**config.mk**
```make
export PLATFORM = sky130hd
export DESIGN_NAME = binary_morphology_3x3
export DESIGN_NICKNAME = d
export VERILOG_FILES = /design/src/rtl/bmm_pkg.sv /design/src/rtl/binary_morphology_3x3.sv /design/src/rtl/bmm_ram.sv /design/src/rtl/bmm_window.sv /design/src/rtl/bmm_result_fifo.sv
export VERILOG_INCLUDE_DIRS = /design/src /design/src/rtl
export SDC_FILE = /design/constraint.sdc
export NUM_CORES = 2
export LEC_CHECK = 0
export BUFFER_PORTS_ARGS = -buffer_cell sky130_fd_sc_hd__buf_2
export CAP_MARGIN = 20
export CORE_MARGIN = 2
export CORE_UTILIZATION = 55
export DETAILED_ROUTE_END_ITERATION = 10
export PLACE_DENSITY = 0.76
export SYNTH_ARGS = -nofsm -noshare
export SYNTH_HDL_FRONTEND = slang
export SYNTH_SLANG_ARGS = --single-unit
```
**constraint.sdc**
```tcl
create_clock -name clk -period 16.1 [get_ports clk]
set_clock_uncertainty 0.2 [all_clocks]
set_input_delay 0 -clock clk [delete_from_list [all_inputs] [get_ports clk]]
set_output_delay 0 -clock clk [all_outputs]
set_load 0.05 [all_outputs]
```
**src/rtl/assert_macros.svh**
```systemverilog
// Assertion helpers shared by the RTL. Each use stands on a line of its own
// and carries its own terminating semicolon.
`ifndef ASSERT_MACROS_SVH
`define ASSERT_MACROS_SVH
`ifndef SYNTHESIS
`define ASSERT_ALWAYS(label, clk, rst_n, cond) \
	label: assert property (@(posedge clk) disable iff (!rst_n) (cond)) \
		else $error("assertion failed");
`define ASSERT_IMPLIES(label, clk, rst_n, ante, cons) \
	label: assert property (@(posedge clk) disable iff (!rst_n) (ante) |-> (cons)) \
		else $error("assertion failed");
`define ASSERT_NEXT(label, clk, rst_n, ante, cons) \
	label: assert property (@(posedge clk) disable iff (!rst_n) (ante) |=> (cons)) \
		else $error("assertion failed");
`else
`define ASSERT_ALWAYS(label, clk, rst_n, cond)
`define ASSERT_IMPLIES(label, clk, rst_n, ante, cons)
`define ASSERT_NEXT(label, clk, rst_n, ante, cons)
`endif
`endif

```
**src/rtl/bmm_pkg.sv**
```systemverilog
`timescale 1ns / 1ps

package bmm_pkg;

	localparam int MAX_WIDTH_DEF  = 1024;
	localparam int MAX_HEIGHT_DEF = 1024;

	localparam int CFG_INDEX_W = 3;
	localparam int CFG_DATA_W  = 11;
	localparam int MASK_W      = 9;
	localparam int POS_W       = 10;
	localparam int MIN_DIM     = 3;

	localparam logic [CFG_INDEX_W-1:0] REG_MODE          = 3'd0;
	localparam logic [CFG_INDEX_W-1:0] REG_ELEMENT_MASK  = 3'd1;
	localparam logic [CFG_INDEX_W-1:0] REG_PATTERN_CARE  = 3'd2;
	localparam logic [CFG_INDEX_W-1:0] REG_PATTERN_VALUE = 3'd3;
	localparam logic [CFG_INDEX_W-1:0] REG_FRAME_WIDTH   = 3'd4;
	localparam logic [CFG_INDEX_W-1:0] REG_FRAME_HEIGHT  = 3'd5;

	localparam logic [1:0] MODE_DILATE = 2'd0;
	localparam logic [1:0] MODE_ERODE  = 2'd1;
	localparam logic [1:0] MODE_HMT    = 2'd2;

	// Keeps the left two columns of each window row after the shift.
	localparam logic [MASK_W-1:0] WIN_KEEP   = 9'h0DB;
	localparam logic [MASK_W-1:0] MASK_RESET = 9'h1FF;
	localparam logic [CFG_DATA_W-1:0] FRAME_DIM_RESET = 11'd1024;

	localparam int RES_FIFO_DEPTH = 4;
	localparam int FIFO_PTR_W     = $clog2(RES_FIFO_DEPTH);
	localparam int FIFO_CNT_W     = $clog2(RES_FIFO_DEPTH + 1);

	typedef struct packed {
		logic [1:0]        mode;
		logic [MASK_W-1:0] element_mask;
		logic [MASK_W-1:0] pattern_care;
		logic [MASK_W-1:0] pattern_value;
	} morph_cfg_t;

	typedef struct packed {
		logic             black;
		logic             hit;
		logic [POS_W-1:0] column;
		logic [POS_W-1:0] row;
		logic             done;
	} res_item_t;

	typedef struct packed {
		logic black;
		logic hit;
	} pix_result_t;

	// Which window cells fall inside the frame, from the top, bottom, left and right edge tests.
	function automatic logic [MASK_W-1:0] make_inside(input logic top_ok, input logic bot_ok,
			input logic left_ok, input logic right_ok);
		logic [2:0]        rows;
		logic [2:0]        cols;
		logic [MASK_W-1:0] m;
		rows = {bot_ok, 1'b1, top_ok};
		cols = {right_ok, 1'b1, left_ok};
		for (int i = 0; i < 3; i++) begin
			for (int j = 0; j < 3; j++) begin
				m[i*3+j] = rows[i] & cols[j];
			end
		end
		return m;
	endfunction

	function automatic pix_result_t morph_eval(input logic [MASK_W-1:0] win,
			input logic [MASK_W-1:0] in_frame, input logic interior, input morph_cfg_t cfg);
		logic [MASK_W-1:0] blk;
		logic [MASK_W-1:0] mirrored;
		pix_result_t       res;
		blk = win & in_frame;
		for (int k = 0; k < MASK_W; k++) begin
			mirrored[k] = cfg.element_mask[MASK_W-1-k];
		end
		res.black = win[4];
		res.hit   = 1'b0;
		unique case (cfg.mode)
			MODE_DILATE: begin
				res.black = win[4] | (|(blk & mirrored));
			end
			MODE_ERODE: begin
				res.black = win[4] & ((cfg.element_mask & ~in_frame) == '0)
					& ((cfg.element_mask & ~blk) == '0);
			end
			MODE_HMT: begin
				res.hit = interior & ((((~blk) ^ cfg.pattern_value) & cfg.pattern_care) == '0);
			end
			default: begin
				res.black = win[4];
			end
		endcase
		return res;
	endfunction

endpackage

```
**src/rtl/binary_morphology_3x3.sv**
```systemverilog
// A result is queued after the item completing its 3x3 neighbourhood is taken (one row
// below and one column right, or below in the last column, or a flush item), then leaves
// on res_valid. Throughput: one item per cycle unless stalled; a row's last item gives two
// results, the next none, and a four-entry queue evens this out. The line memory gives one
// read a cycle. Reset: registers to their defaults, counters and window cleared. The line
// memory is not cleared; rows not yet written in this frame lie outside it and are masked.
`timescale 1ns / 1ps

module binary_morphology_3x3 #(
	parameter int MAX_WIDTH  = bmm_pkg::MAX_WIDTH_DEF,
	parameter int MAX_HEIGHT = bmm_pkg::MAX_HEIGHT_DEF
) (
	input  logic                              clk,
	input  logic                              arst_n,
	input  logic                              cfg_write,
	input  logic [bmm_pkg::CFG_INDEX_W-1:0]   cfg_index,
	input  logic [bmm_pkg::CFG_DATA_W-1:0]    cfg_data,
	input  logic                              pix_valid,
	output logic                              pix_stall,
	input  logic                              kind,
	input  logic                              pixel_black,
	output logic                              res_valid,
	input  logic                              res_stall,
	output logic                              out_black,
	output logic                              hmt_hit,
	output logic [bmm_pkg::POS_W-1:0]         out_column,
	output logic [bmm_pkg::POS_W-1:0]         out_row,
	output logic                              frame_done
);

	localparam int WW    = $clog2(MAX_WIDTH + 1);
	localparam int HW    = $clog2(MAX_HEIGHT + 1);
	localparam int WH_W  = (WW > HW) ? WW : HW;
	localparam int DIM_W = (WH_W > bmm_pkg::CFG_DATA_W) ? WH_W : bmm_pkg::CFG_DATA_W;

	bmm_pkg::morph_cfg_t               cfg_q;
	logic [WW-1:0]                     width_q;
	logic [HW-1:0]                     height_q;
	logic                              restart;
	logic                              push_a;
	logic                              push_b;
	bmm_pkg::res_item_t                item_a;
	bmm_pkg::res_item_t                item_b;
	bmm_pkg::res_item_t                head;
	logic [bmm_pkg::FIFO_CNT_W-1:0]    fifo_count;

	function automatic logic [DIM_W-1:0] clamp_dim(input logic [bmm_pkg::CFG_DATA_W-1:0] v,
			input logic [DIM_W-1:0] hi);
		logic [DIM_W-1:0] ext;
		ext = DIM_W'(v);
		if (ext < DIM_W'(bmm_pkg::MIN_DIM)) begin
			return DIM_W'(bmm_pkg::MIN_DIM);
		end else if (ext > hi) begin
			return hi;
		end
		return ext;
	endfunction

	assign restart = cfg_write
		&& (cfg_index == bmm_pkg::REG_FRAME_WIDTH || cfg_index == bmm_pkg::REG_FRAME_HEIGHT);

	always_ff @(posedge clk or negedge arst_n) begin
		if (!arst_n) begin
			cfg_q.mode          <= bmm_pkg::MODE_DILATE;
			cfg_q.element_mask  <= bmm_pkg::MASK_RESET;
			cfg_q.pattern_care  <= '0;
			cfg_q.pattern_value <= '0;
			width_q  <= WW'(clamp_dim(bmm_pkg::FRAME_DIM_RESET, DIM_W'(MAX_WIDTH)));
			height_q <= HW'(clamp_dim(bmm_pkg::FRAME_DIM_RESET, DIM_W'(MAX_HEIGHT)));
		end else if (cfg_write) begin
			unique case (cfg_index)
				bmm_pkg::REG_MODE: begin
					cfg_q.mode <= cfg_data[1:0];
				end
				bmm_pkg::REG_ELEMENT_MASK: begin
					cfg_q.element_mask <= cfg_data[bmm_pkg::MASK_W-1:0];
				end
				bmm_pkg::REG_PATTERN_CARE: begin
					cfg_q.pattern_care <= cfg_data[bmm_pkg::MASK_W-1:0];
				end
				bmm_pkg::REG_PATTERN_VALUE: begin
					cfg_q.pattern_value <= cfg_data[bmm_pkg::MASK_W-1:0];
				end
				bmm_pkg::REG_FRAME_WIDTH: begin
					width_q <= WW'(clamp_dim(cfg_data, DIM_W'(MAX_WIDTH)));
				end
				bmm_pkg::REG_FRAME_HEIGHT: begin
					height_q <= HW'(clamp_dim(cfg_data, DIM_W'(MAX_HEIGHT)));
				end
				default: begin
				end
			endcase
		end
	end

	bmm_window #(
		.MAX_WIDTH (MAX_WIDTH),
		.MAX_HEIGHT(MAX_HEIGHT)
	) u_window (
		.clk        (clk),
		.arst_n     (arst_n),
		.restart    (restart),
		.cfg        (cfg_q),
		.frame_w    (width_q),
		.frame_h    (height_q),
		.pix_valid  (pix_valid),
		.pix_stall  (pix_stall),
		.kind       (kind),
		.pixel_black(pixel_black),
		.fifo_count (fifo_count),
		.push_a     (push_a),
		.item_a     (item_a),
		.push_b     (push_b),
		.item_b     (item_b)
	);

	bmm_result_fifo u_result_fifo (
		.clk      (clk),
		.arst_n   (arst_n),
		.push_a   (push_a),
		.item_a   (item_a),
		.push_b   (push_b),
		.item_b   (item_b),
		.count    (fifo_count),
		.res_valid(res_valid),
		.res_stall(res_stall),
		.head     (head)
	);

	assign out_black  = head.black;
	assign hmt_hit    = head.hit;
	assign out_column = head.column;
	assign out_row    = head.row;
	assign frame_done = head.done;

endmodule

```
**src/rtl/bmm_ram.sv**
```systemverilog
`timescale 1ns / 1ps

module bmm_ram #(
	parameter int WIDTH = 2,
	parameter int DEPTH = 1024
) (
	input  logic                     clk,
	input  logic                     wr_en,
	input  logic [$clog2(DEPTH)-1:0] wr_addr,
	input  logic [WIDTH-1:0]         wr_data,
	input  logic                     rd_en,
	input  logic [$clog2(DEPTH)-1:0] rd_addr,
	output logic [WIDTH-1:0]         rd_data
);

	logic [WIDTH-1:0] mem_q [DEPTH];
	logic [WIDTH-1:0] rd_q;

	always_ff @(posedge clk) begin
		if (wr_en) begin
			mem_q[wr_addr] <= wr_data;
		end
		if (rd_en) begin
			rd_q <= mem_q[rd_addr];
		end
	end

	assign rd_data = rd_q;

endmodule

```
**src/rtl/bmm_window.sv**
```systemverilog
`timescale 1ns / 1ps
`include "assert_macros.svh"

module bmm_window #(
	parameter int MAX_WIDTH  = bmm_pkg::MAX_WIDTH_DEF,
	parameter int MAX_HEIGHT = bmm_pkg::MAX_HEIGHT_DEF
) (
	input  logic                                clk,
	input  logic                                arst_n,
	input  logic                                restart,
	input  bmm_pkg::morph_cfg_t                 cfg,
	input  logic [$clog2(MAX_WIDTH+1)-1:0]      frame_w,
	input  logic [$clog2(MAX_HEIGHT+1)-1:0]     frame_h,
	input  logic                                pix_valid,
	output logic                                pix_stall,
	input  logic                                kind,
	input  logic                                pixel_black,
	input  logic [bmm_pkg::FIFO_CNT_W-1:0]      fifo_count,
	output logic                                push_a,
	output bmm_pkg::res_item_t                  item_a,
	output logic                                push_b,
	output bmm_pkg::res_item_t                  item_b
);

	localparam int CW     = $clog2(MAX_WIDTH);
	localparam int WW     = $clog2(MAX_WIDTH + 1);
	localparam int RW     = $clog2(MAX_HEIGHT + 1);
	localparam int FILL_W = bmm_pkg::FIFO_CNT_W + 1;

	logic [CW-1:0]               col_q;
	logic [RW-1:0]               row_q;
	logic [bmm_pkg::MASK_W-1:0]  window_q;

	logic                        valid_s1;
	logic                        blk_s1;
	logic                        last_s1;
	logic [CW-1:0]               col_s1;
	logic [RW-1:0]               row_s1;

	logic                        pix_accept;
	logic                        is_last;
	logic                        pix_blk;
	logic [1:0]                  line_rd;
	logic                        emit_a;
	logic                        emit_b;
	logic [FILL_W-1:0]           fill;
	logic                        room;
	logic                        adv;
	logic [bmm_pkg::MASK_W-1:0]  win_a;
	logic [bmm_pkg::MASK_W-1:0]  win_b;
	logic                        top_ok;
	logic                        bot_ok;
	logic                        left_a;
	logic [RW-1:0]               orow;
	logic [CW-1:0]               ocol_a;
	logic [CW-1:0]               ocol_b;
	bmm_pkg::pix_result_t        res_a;
	bmm_pkg::pix_result_t        res_b;

	assign pix_accept = pix_valid & ~pix_stall;
	assign is_last    = (WW'(col_q) == frame_w - WW'(1));
	// Rows at or past the frame height are the flush row and read as white.
	assign pix_blk    = (row_q < frame_h) & ~kind & pixel_black;

	// Each line memory entry holds the row above (bit 1) and the current row (bit 0).
	bmm_ram #(
		.WIDTH(2),
		.DEPTH(MAX_WIDTH)
	) u_line_ram (
		.clk    (clk),
		.wr_en  (adv),
		.wr_addr(col_s1),
		.wr_data({line_rd[0], blk_s1}),
		.rd_en  (pix_accept),
		.rd_addr(col_q),
		.rd_data(line_rd)
	);

	assign emit_a = (row_s1 != '0) & (col_s1 != '0);
	assign emit_b = last_s1 & (row_s1 != '0);
	assign fill   = FILL_W'(fifo_count) + FILL_W'(emit_a) + FILL_W'(emit_b);
	assign room   = (fill <= FILL_W'(bmm_pkg::RES_FIFO_DEPTH));
	assign adv    = valid_s1 & room;
	assign pix_stall = valid_s1 & ~room;
	assign push_a = adv & emit_a;
	assign push_b = adv & emit_b;

	assign win_a = ((window_q >> 1) & bmm_pkg::WIN_KEEP)
		| {blk_s1, 2'b00, line_rd[0], 2'b00, line_rd[1], 2'b00};
	assign win_b = (win_a >> 1) & bmm_pkg::WIN_KEEP;

	assign orow   = row_s1 - RW'(1);
	assign ocol_a = col_s1 - CW'(1);
	assign ocol_b = CW'(frame_w - WW'(1));
	assign top_ok = (row_s1 >= RW'(2));
	assign bot_ok = (row_s1 < frame_h);
	assign left_a = (col_s1 >= CW'(2));

	assign res_a = bmm_pkg::morph_eval(win_a,
		bmm_pkg::make_inside(top_ok, bot_ok, left_a, 1'b1), top_ok & bot_ok & left_a, cfg);
	// The last column of a row is never interior, as its right neighbour is off the frame.
	assign res_b = bmm_pkg::morph_eval(win_b,
		bmm_pkg::make_inside(top_ok, bot_ok, 1'b1, 1'b0), 1'b0, cfg);

	always_comb begin
		item_a.black  = res_a.black;
		item_a.hit    = res_a.hit;
		item_a.column = bmm_pkg::POS_W'(ocol_a);
		item_a.row    = bmm_pkg::POS_W'(orow);
		item_a.done   = 1'b0;
		item_b.black  = res_b.black;
		item_b.hit    = res_b.hit;
		item_b.column = bmm_pkg::POS_W'(ocol_b);
		item_b.row    = bmm_pkg::POS_W'(orow);
		item_b.done   = (row_s1 == frame_h);
	end

	always_ff @(posedge clk or negedge arst_n) begin
		if (!arst_n) begin
			col_q    <= '0;
			row_q    <= '0;
			window_q <= '0;
			valid_s1 <= 1'b0;
		end else if (restart) begin
			col_q    <= '0;
			row_q    <= '0;
			window_q <= '0;
			valid_s1 <= 1'b0;
		end else begin
			if (pix_accept) begin
				if (is_last) begin
					col_q <= '0;
					row_q <= (row_q >= frame_h) ? '0 : row_q + RW'(1);
				end else begin
					col_q <= col_q + CW'(1);
				end
			end
			if (adv) begin
				window_q <= emit_b ? win_b : win_a;
			end
			if (pix_accept) begin
				valid_s1 <= 1'b1;
			end else if (adv) begin
				valid_s1 <= 1'b0;
			end
		end
	end

	always_ff @(posedge clk) begin
		if (pix_accept) begin
			col_s1  <= col_q;
			row_s1  <= row_q;
			blk_s1  <= pix_blk;
			last_s1 <= is_last;
		end
	end

	`ASSERT_ALWAYS(a_col_in_frame, clk, arst_n, WW'(col_q) < frame_w)
	`ASSERT_ALWAYS(a_row_in_range, clk, arst_n, row_q <= frame_h)
	`ASSERT_IMPLIES(a_pair_at_row_end, clk, arst_n, push_b, push_a && last_s1)
	`ASSERT_NEXT(a_frame_wraps, clk, arst_n, pix_accept && is_last && row_q == frame_h, col_q == '0 && row_q == '0)

endmodule

```
**src/rtl/bmm_result_fifo.sv**
```systemverilog
`timescale 1ns / 1ps
`include "assert_macros.svh"

module bmm_result_fifo (
	input  logic                           clk,
	input  logic                           arst_n,
	input  logic                           push_a,
	input  bmm_pkg::res_item_t             item_a,
	input  logic                           push_b,
	input  bmm_pkg::res_item_t             item_b,
	output logic [bmm_pkg::FIFO_CNT_W-1:0] count,
	output logic                           res_valid,
	input  logic                           res_stall,
	output bmm_pkg::res_item_t             head
);

	localparam int DEPTH  = bmm_pkg::RES_FIFO_DEPTH;
	localparam int PW     = bmm_pkg::FIFO_PTR_W;
	localparam int NW     = bmm_pkg::FIFO_CNT_W;
	localparam int FILL_W = NW + 1;

	bmm_pkg::res_item_t mem_q [DEPTH];
	logic [PW-1:0]      wr_ptr_q;
	logic [PW-1:0]      rd_ptr_q;
	logic [NW-1:0]      count_q;
	logic [PW-1:0]      slot_b;
	logic               pop;
	logic [FILL_W-1:0]  fill;

	assign res_valid = (count_q != '0);
	assign pop       = res_valid & ~res_stall;
	// The second item of a row end lands right behind the first.
	assign slot_b    = wr_ptr_q + PW'(push_a);
	assign head      = mem_q[rd_ptr_q];
	assign count     = count_q;
	assign fill      = FILL_W'(count_q) + FILL_W'(push_a) + FILL_W'(push_b);

	always_ff @(posedge clk) begin
		for (int i = 0; i < DEPTH; i++) begin
			if (push_a && wr_ptr_q == PW'(i)) begin
				mem_q[i] <= item_a;
			end
			if (push_b && slot_b == PW'(i)) begin
				mem_q[i] <= item_b;
			end
		end
	end

	always_ff @(posedge clk or negedge arst_n) begin
		if (!arst_n) begin
			wr_ptr_q <= '0;
			rd_ptr_q <= '0;
			count_q  <= '0;
		end else begin
			wr_ptr_q <= wr_ptr_q + PW'(push_a) + PW'(push_b);
			rd_ptr_q <= rd_ptr_q + PW'(pop);
			count_q  <= count_q + NW'(push_a) + NW'(push_b) - NW'(pop);
		end
	end

	`ASSERT_ALWAYS(a_count_in_range, clk, arst_n, count_q <= NW'(DEPTH))
	`ASSERT_ALWAYS(a_no_overflow, clk, arst_n, fill <= FILL_W'(DEPTH))

endmodule

```
==> impl_metrics.yaml <==
outcome:
  status: "finished, final reports clean"
floorplan:
  initial_core_util: 0.552
  num_io_pins: 46
  die_x_um: 416
  num_rows: 151
  coreArea_mm2: 0.169
  dieHeight_um: 416
  die-area_mm2: 0.173
finish:
  multi_input_area_mm2: 0.0242
  drive_above_1_share: 0.189
  seq_area_mm2: 0.0672
  fillCellCount: 11699
  area_delta_synth_final_pct: 11.2
  fin_nets: 5664
  layout_commonest_cell: "edfxtp_1"
  most-common-layout-cells: "edfxtp_1, nor2_1, mux4_2, mux2i_1, clkbuf_16"
worst_setup_path:
  crit_slowest_cell: "and3_1"
  rr_worst_depth: 17
  crit_chain: "inv_1 > ha_1 > nor2b_1 > nand3_1 > o41a_1 > ha_1 > a31o_2 > ha_1 > nor2_1 > o21ai_0 > a211oi_4 > nand2_1 > inv_2 > ha_1 > xor2_1 > and3_1 > a31o_2"
  criticalPathCategory: "reg -> reg"
  cpPeakStageDelay_ns: 0.83
  reg2reg_from: "u_window.col_s1[0]$_DFFE_PP_"
  worstPathArrival_ns: 7.56
  crit_top_cell: "ha_1"
  cp_max_fo: 23
  cp_num_buf_inv: 2
  cp.depth: 17
  startpoint_type: "flip-flop"
  critPathTopFamily: "compound AO/OA/AOI/OAI gates"
  startpoint: "u_window.col_s1[0]$_DFFE_PP_"
  cp-end-kind: "flip-flop"
  required_ns: 16.37
clock_network:
  numCtsBuffers: 215
  clock_latency_ns: 0.87
  cts_max_level: 4
  clkTransAtPathRegs_ns: 0.06
  clock-sinks: 2250
  cts_root_buffer: "clkbuf_16"
  clockBufferDepth: 3
  cts_tree: "built"
  cts_resized: 0
logic_synthesis:
  synth_area_mm2: 0.0932
  synth_edf_count: 2164
  async_reset_ff_frac: 0.0378
  ys_ff_latch: 2250
  synth_cells: 5562
  synthDistinctLibCells: 80
  yosys_most_used_dff: "edfxtp_1"
  avgSynthCellArea_um2: 16.8
  ys_seq_area_frac: 0.720
  synth_nets: 5623
  yosysWarnings: 0
pwr:
  clockPowerShare: 0.275
  p_comb_frac: 0.298
  p_leak_nw: 32.1
  p_seq_frac: 0.427
  p_sw_frac: 0.333
  powerDensity_mw_per_mm2: 174
  switching_power_mw: 6.02
  ir_drop_uv: 188
  power.internal_mw: 12.1
sta:
  fin_crit_ns: 7.28
  slew_headroom: 0.156
  tightest_slew_ns: 1.26
  finalMaxSlewViolations: 0
  rsz0062_at_grt: "false"
  max_freq_mhz: 137
  setup_slack_ns: 8.82
  final-hold-violation-count: 0
  finalSetupTns_ns: 0
  min_period_over_period: 0.452
  final-setup-viol-count: 0
job:
  cap_viol_max_count: 0
global_routing:
  antenna_found_initial: 12
  grt_overflow: 0
  track_usage: 0.298
  grt_pass1_wl_mm: 371
  grt_pass1_vias: 53575
  grt_max_degree: 244
placement:
  dp_hpwl_mm: 147
  place.gp.congestion: 0.898
  port_buffers: 45
  place_ws_ns: 8.99
worst_hold_path:
  hp-start: "cfg_write"
  worstHoldPathCells: 4
  hold_path.class: "in -> reg"
route:
  wire_per_inst_um: 32.5
  firstDrtPassIters: 6
  routed_wl_mm: 260
  drc: 0
  via_per_inst: 6.82
  dr_total_vias: 54549
  drt_iter0_drc: 10048
  ant_nets: 0
## power by group through the flow
| stage | Combinational (mW) | Clock (mW) | Sequential (mW) |
|---|---|---|---|
| global route | 5.60 | 5.23 | 7.74 |
| detailed placement | 5.20 | 0 | 7.84 |
| floorplan | 3.13 | 0 | 8.82 |
| finish | 5.39 | 4.98 | 7.72 |
| global placement | 5.12 | 0 | 7.83 |
| CTS | 5.24 | 5.00 | 7.72 |
## cells in the mapped netlist (all sizes together) (12+ instances only)
cell / count / area share
clkbuf: 314 / 0.013
nor2: 1092 / 0.044
xor2: 15 / 0.0014
edfxtp: 2164 / 0.70
inv: 42 / 0.0017
xnor2: 34 / 0.0033
nand2b: 23 / 0.0015
nand3: 64 / 0.0035
nor3: 30 / 0.0018
mux2: 33 / 0.0040
o22ai: 31 / 0.0021
a31oi: 18 / 0.0012
nor2b: 28 / 0.0019
a22oi: 109 / 0.0088
nand2: 161 / 0.0065
a211oi: 29 / 0.0024
mux4: 469 / 0.11
ha: 38 / 0.0051
dfrtp: 75 / 0.020
a22o: 12 / 0.0011
a221oi: 33 / 0.0031
a21oi: 96 / 0.0052
buf: 120 / 0.0082
o21ai: 94 / 0.0050
and2: 15 / 0.0010
mux2i: 241 / 0.026
o221ai: 21 / 0.0020
## metrics by stage
stage / instances / hold WS (ns) / util / instance area [um2] / total power, mW
floorplan: 5562 / -0.496 / - / 93200 / 12.0
global placement: 7527 / -0.311 / 0.566 / 95600 / 12.9
detailed placement: 7538 / -0.308 / 0.568 / 95900 / 13.0
CTS: 7981 / 0.0557 / 0.612 / 103000 / 18.0
global route: 7994 / 0.0958 / 0.614 / 104000 / 18.6
finish: 7999 / 0.112 / 0.614 / 104000 / 18.1
## worst min-delay path: cells and delay by family
kind | cells | cell delay (ns)
buf+inv | 2 | 0.72
mux | 1 | 0.22
simple gates | 1 | 0.18
## routing by layer
layer,part of all wire,GRT usage
met1,0.35,0.401
met2,0.46,0.453
met3,0.14,0.0840
met4,0.055,0.147
met5,0.00026,0
## flip-flops by register name, summed over array words and instances, names as in the netlist, 3 cells and up
register and flops:
u_result_fifo.mem_q 92, u_window.window_q 6, u_window.row_s1 11, u_window.u_line_ram.mem_q 2048
height_q 11, cfg_q 28, u_result_fifo.count 3, u_window.col_q 10
u_window.row_q 11, width_q 11, u_window.col_s1 10
## final timing paths
check | endpoint | slack [ns]
min in group asynchronous | u_window.row_q[5]$_DFFE_PN0P_ | 0.16
min reg2reg | height_q[7]$_DFFE_PN0P_ | 0.28
max | u_result_fifo.mem_q[3][1]$_DFFE_PP_ | 8.82
max reg2reg | u_result_fifo.mem_q[3][1]$_DFFE_PP_ | 8.82
max in group asynchronous | u_window.col_q[1]$_DFFE_PN0P_ | 14.01
min | cfg_q[27]$_DFFE_PN0P_ | 0.11
## repair_timing
action / in CTS / in global routing
hold buffers: 54 / 0
setup buffers: 0 / 0
hold endpoints to repair: 169 / 0
## cells by family after synthesis
family / count (synthesis) / share of synthesized area
compound gates: 522 / 0.0378
xor+xnor: 49 / 0.00469
fa+ha+maj: 40 / 0.00553
buf+inv: 476 / 0.0225
flops: 2250 / 0.720
mux: 743 / 0.143
simple gates: 1482 / 0.0657
## final cells by class
class / count / area share
Timing Repair Buffer: 258 / 0.0239
Multi-Input combinational cell: 2836 / 0.233
Tap cell: 2218 / 0.0268
Antenna cell: 6 / 0.000145
Inverter: 42 / 0.00157
Clock inverter: 132 / 0.0113
Sequential cell: 2250 / 0.648
Clock buffer: 257 / 0.0550
Note: power is estimated with default switching activity, not from simulation.
